===== src/rtl/spmv_pkg.sv =====
// ============================================================================
// spmv_pkg
// Shared types and constants for the CSR sparse matrix-vector multiply unit.
// ============================================================================
package spmv_pkg;

   localparam int X_DEPTH_DEFAULT   = 4096;
   localparam int FRAC_BITS_DEFAULT = 16;

   localparam int COLUMN_WIDTH = 12;
   localparam int ROW_WIDTH    = 16;
   localparam int VALUE_WIDTH  = 32;
   localparam int PROD_WIDTH   = 2 * VALUE_WIDTH;

   // result queue depth: covers the two pipeline stages, the word being accepted and a waiting word
   localparam int RSP_FIFO_DEPTH = 4;

   localparam logic signed [PROD_WIDTH-1:0] SUM_MAX = 64'sh0000_0000_7FFF_FFFF;
   localparam logic signed [PROD_WIDTH-1:0] SUM_MIN = 64'shFFFF_FFFF_8000_0000;

   typedef enum logic [1:0] {
      OP_LOAD  = 2'd0,
      OP_BEGIN = 2'd1,
      OP_TERM  = 2'd2
   } spmv_op_type;

   typedef struct packed {
      logic [1:0]                     op;
      logic [COLUMN_WIDTH-1:0]        column;
      logic [ROW_WIDTH-1:0]           row_index;
      logic signed [VALUE_WIDTH-1:0]  value;
      logic                           last_entry;
      logic                           empty_row;
   } spmv_req_type;

   typedef struct packed {
      logic [ROW_WIDTH-1:0]           out_row;
      logic signed [VALUE_WIDTH-1:0]  y_value;
      logic                           saturated;
   } spmv_rsp_type;

   // occupancy of the datapath pipeline, reported to flow control
   typedef struct packed {
      logic s1_busy;
      logic s2_busy;
   } spmv_pipe_status_type;

endpackage


===== src/rtl/spmv_rsp_fifo.sv =====
// ============================================================================
// spmv_rsp_fifo
// Small result queue that decouples the datapath from the result channel.
// ============================================================================
module spmv_rsp_fifo
   import spmv_pkg::*;
(
   input  logic                                   clock,
   input  logic                                   reset,
   input  logic                                   push_valid,
   input  spmv_rsp_type                           push_word,
   input  logic                                   pop,
   output logic [$clog2(RSP_FIFO_DEPTH+1)-1:0]    count,
   output logic                                   out_valid,
   output spmv_rsp_type                           out_word
);

   localparam int PW = $clog2(RSP_FIFO_DEPTH);
   localparam int CW = $clog2(RSP_FIFO_DEPTH + 1);

   spmv_rsp_type  entries_ff [RSP_FIFO_DEPTH];
   logic [PW-1:0] wr_ptr_ff, wr_ptr_in;
   logic [PW-1:0] rd_ptr_ff, rd_ptr_in;
   logic [CW-1:0] count_ff, count_in;

   always_comb begin
      wr_ptr_in = wr_ptr_ff;
      rd_ptr_in = rd_ptr_ff;
      count_in  = count_ff;
      if (push_valid) begin
         wr_ptr_in = (wr_ptr_ff == PW'(RSP_FIFO_DEPTH - 1)) ? '0 : wr_ptr_ff + 1'b1;
      end
      if (pop) begin
         rd_ptr_in = (rd_ptr_ff == PW'(RSP_FIFO_DEPTH - 1)) ? '0 : rd_ptr_ff + 1'b1;
      end
      if (push_valid && !pop) begin
         count_in = count_ff + 1'b1;
      end else if (pop && !push_valid) begin
         count_in = count_ff - 1'b1;
      end
   end

   always_ff @(posedge clock) begin
      if (reset) begin
         wr_ptr_ff <= '0;
         rd_ptr_ff <= '0;
         count_ff  <= '0;
      end else begin
         wr_ptr_ff <= wr_ptr_in;
         rd_ptr_ff <= rd_ptr_in;
         count_ff  <= count_in;
      end
   end

   always_ff @(posedge clock) begin
      if (push_valid) begin
         entries_ff[wr_ptr_ff] <= push_word;
      end
   end

   assign count     = count_ff;
   assign out_valid = (count_ff != '0);
   assign out_word  = entries_ff[rd_ptr_ff];

endmodule


===== config.mk =====
export PLATFORM = sky130hd
export DESIGN_NAME = spmv_rsp_fifo
export DESIGN_NICKNAME = d
export VERILOG_FILES = /design/src/rtl/spmv_pkg.sv /design/src/rtl/spmv_rsp_fifo.sv
export SDC_FILE = /design/constraint.sdc
export NUM_CORES = 1
export LEC_CHECK = 0
export BUFFER_PORTS_ARGS = -buffer_cell sky130_fd_sc_hd__buf_2
export CAP_MARGIN = 10
export CORE_UTILIZATION = 42
export CTS_CLUSTER_DIAMETER = 30
export DETAILED_ROUTE_END_ITERATION = 12
export SLEW_MARGIN = 20
export SYNTH_ARGS = -nofsm -noshare
export SYNTH_HDL_FRONTEND = slang
export SYNTH_SLANG_ARGS = --single-unit

===== constraint.sdc =====
create_clock -name clock -period 2.05 [get_ports clock]
set_input_delay 0.205 -clock clock [delete_from_list [all_inputs] [get_ports clock]]
set_output_delay 0.205 -clock clock [all_outputs]
set_load 0.005 [all_outputs]

* Word level (Yosys, flattened, before mapping)
Memories as Yosys holds them, arrays and structs flattened. A register that Yosys moved wholly into a read port is not among the register bits. Cells that the tools add are included.
Word-level totals: register bits after elaboration 7, bits in writable memories 196, input bits 53, output and inout port bits 53, logic and storage cells 24, memories 1
Memories:
- entries_ff | words 4, bits a word 49, read ports 1, clocked after memory_dff 1, wr ports 1, line spmv_rsp_fifo.sv:21 | spmv_rsp_type entries_ff [RSP_FIFO_DEPTH];
Cells by class: $add $sub $neg 4, eq/ne operators 2, mux-type cells 8, reduce and logical (&&, ||, !) cells 6
Operators with widths (count):
- 2-bit two-way mux | 4
- 3-bit two-way mux | 2
- 2-bit by 1-bit adder with 2-bit output, second input constant | 2
- 2-bit == test, second input constant | 2
- 3-bit by 1-bit adder with 3-bit output, second input constant | 1
- 3-bit nonzero test | 1
- 3-bit by 1-bit subtractor with 3-bit output, second input constant | 1
- 1-bit logical AND | 2
- 1-bit zero test | 2
- 1-bit two-way mux | 2
- 2-bit nonzero test | 1

* Longest topological paths before layout
depth after elaboration 4, depth in mapped cells 7, depth with buffers taken out 7

* Worst setup path after synthesis
No wires, ideal clock.
path kind reg-to-reg, from reg wr_ptr_ff[0], to mem entries_ff[3][0] (netlist name) (enable), setup time 0.411 ns, data arrival time 1.720 ns, data required time 1.639 ns, slack -0.081 ns, cell stages (with the launch flop) 3, buffers on the path 0, period minus slack after synthesis 2.131 ns, cells stage by stage dfxtp_1 > ha_1 > and2_1
RTL lines:
- from (decl) | line spmv_rsp_fifo.sv:22 | logic [PW-1:0] wr_ptr_ff, wr_ptr_in;
- from (signal assigned) | line spmv_rsp_fifo.sv:49 | wr_ptr_ff <= wr_ptr_in;
- to (decl) | line spmv_rsp_fifo.sv:21
No word-level cell before the write port.

==> metrics.yaml <==
placement:
  placed_area_mm2: 0.00846
  dp.cells: 629
  gp_congestion: 0.694
  port_buffers: 105
  dp_hpwl_um: 7730
worst_setup_path:
  required_ps: 1850
  path_max_fanout: 11
  path_class: "flop to primary output"
  critPathCaptureType: "primary output"
  worstPathArrival_ps: 1830
  cp-start-kind: "flop"
run_status:
  status: "completed"
global_routing:
  grt_overflow_total: 0
  grt_pass1_vias: 4083
  track_usage: 0.161
  grt_pass1_wl_um: 21900
  antenna_found_initial: 0
  grt_max_degree: 50
final_layout:
  final_cell_mix: "196 x edfxtp_1, 101 x buf_2, 50 x dlygate4sd3_1, 49 x mux4_2, 41 x clkbuf_16"
  layout.nets: 559
  num-fill-cells: 1301
  antenna_cells: 0
  area_growth_pct: 37.2
  final_common_cell: "edfxtp_1"
  final_area_mm2: 0.0103
  instances_no_fill: 753
  drive_gt1_frac: 0.443
timing:
  rsz0062_at_grt: "true"
  drv_slew: 0
  timing.fmax_mhz: 491
  fin_crit_sh: 0.993
  fin_skew_ps: 21.4
  tightest_slew_ps: 378
  relSlewSlack: 0.748
  fin_crit_ps: 2040
  hold_viol: 0
  setup_viol: 0
run:
  max-cap-violations: 0
synthesis:
  syn_area_mm2: 0.00753
  yosysWarnings: 0
  yosysSeqAreaShare: 0.806
  ys_types: 20
  synthCells: 299
  synth_nets: 359
  synth-seq-cells: 205
  avgSynthCellArea_um2: 25.2
floorplan:
  initial_core_util: 0.432
  core_mm2: 0.0174
  rows: 48
  die-area_mm2: 0.0185
  die_h_um: 136
  pin_count: 106
  die_w_um: 136
route:
  routedWlPerCell_um: 18.4
  drt_pass1_iterations: 4
  route.vias.total: 3723
  vias_per_cell: 4.94
  wirelength_um: 13800
  drtIter0Drc: 177
  ant_nets: 0
  drc: 0
cts:
  clock_latency_ps: 500
  htree_levels: 2
  cts_made_buffers: 39
  clockBufferDepth: 3
  clk_pin_slew_ps: 40
  cts_tree: "yes"
  cts.sinks: 205
  cts-root-buf: "clkbuf_16"
power_and_ir_drop:
  leakagePower_nw: 3.66
  ir_worst_vdd_v: 0.000803
  p_per_area_mw_per_mm2: 1140
min_path:
  hp-class: "input port to flop"
## synthesized netlist by cell type
library cell	n	area share
and2_1	4	0.0033
nor2_1	7	0.0035
xor2_1	2	0.0023
buf_1	3	0.0015
buf_6	1	0.0015
mux4_2	47	0.14
buf_12	2	0.0053
or3_1	2	0.0017
dfxtp_1	9	0.024
ha_1	6	0.010
buf_4	3	0.0030
mux4_1	2	0.0070
o21ai_0	1	0.00066
buf_2	2	0.0013
inv_1	4	0.0020
edfxtp_1	196	0.78
mux2i_1	4	0.0053
nor3b_1	1	0.0010
a21oi_1	2	0.0013
fa_1	1	0.0027
## state kept, by name, summed over array words and instances (netlist names), named ones only
register    count
wr_ptr_ff       2
rd_ptr_ff       2
count           3
entries_ff    196
## power breakdown
group | internal (mW) | leakage (nW) | total (mW) | switching (mW)
registers | 4.81 | 1.88 | 4.87 | 0.0599
clock network | 4.06 | 0.617 | 6.01 | 1.95
logic | 0.486 | 1.17 | 0.881 | 0.395
total | 9.36 | 3.66 | 11.8 | 2.41
## timing repair
action	in CTS	in global routing
hold buffers	50	0
setup endpoints to repair	44	34
hold endpoints to repair	205	0
gates cloned	1	1
buffers inserted	2	0
gates resized for setup	2	6
## metrics by stage
step / setup WS, ps / hold slack, ps / setup TNS [ps] / utilization / power [mW]
6_report: 13.9 / 55.0 / 0 / 0.593 / 11.8
2_1_floorplan: 442 / 274 / 0 / - / 5.34
3_3_place_gp: 423 / 415 / 0 / 0.485 / 5.70
4_1_cts: -68.8 / 40.3 / -913 / 0.590 / 11.9
3_5_place_dp: 366 / 422 / 0 / 0.485 / 5.73
5_1_grt: -69.9 / 61.8 / -1530 / 0.593 / 12.2
## cell families after synthesis
group | after synthesis | share of synthesized area
AND/OR/NAND/NOR | 14 | 0.00948
buffers and inverters | 15 | 0.0146
XOR/XNOR | 2 | 0.00233
flip-flops | 205 | 0.806
multiplexers | 53 | 0.153
adder cells (fa/ha/maj) | 7 | 0.0126
AO/OA/AOI/OAI | 3 | 0.00199
## path summary, 6_finish.rpt
check                                  from                           to  slack (ps)  cells after the start
setup / recovery                       flop                  out_word[2]          10                      3
hold / removal                          pop                         flop          60                      3
setup reg to reg  wr_ptr_ff[0]$_SDFFE_PP0P_  entries_ff[2][21]$_DFFE_PP_         530                      4
hold reg to reg       count[2]$_SDFFE_PP0P_        count[2]$_SDFFE_PP0P_         530                      2
## metal layers
layer | GRT usage | share of wire | vias to the layer above
met5 | 0 | 0 | -
met2 | 0.266 | 0.50 | 122
met1 | 0.200 | 0.42 | 1895
met3 | 0.0485 | 0.066 | 24
met4 | 0.0568 | 0.018 | 0
li1 | - | - | 1682
## area by class of cell
class,instances,area (um^2),share of cell area
inverters,4,15.0,0.00145
repair buffers,170,1330,0.129
clock buffers,46,1020,0.0991
well taps,225,282,0.0273
multi-input cells,79,1350,0.131
flip-flops and latches,205,6070,0.588
clock inverters,24,251,0.0244
## worst max-delay path: stages (launching register included)
cell and delay, ps:
dfxtp_4 460, buf_12 190, mux4_2 540, buf_2 150
Power figures use the tool's default switching activity.
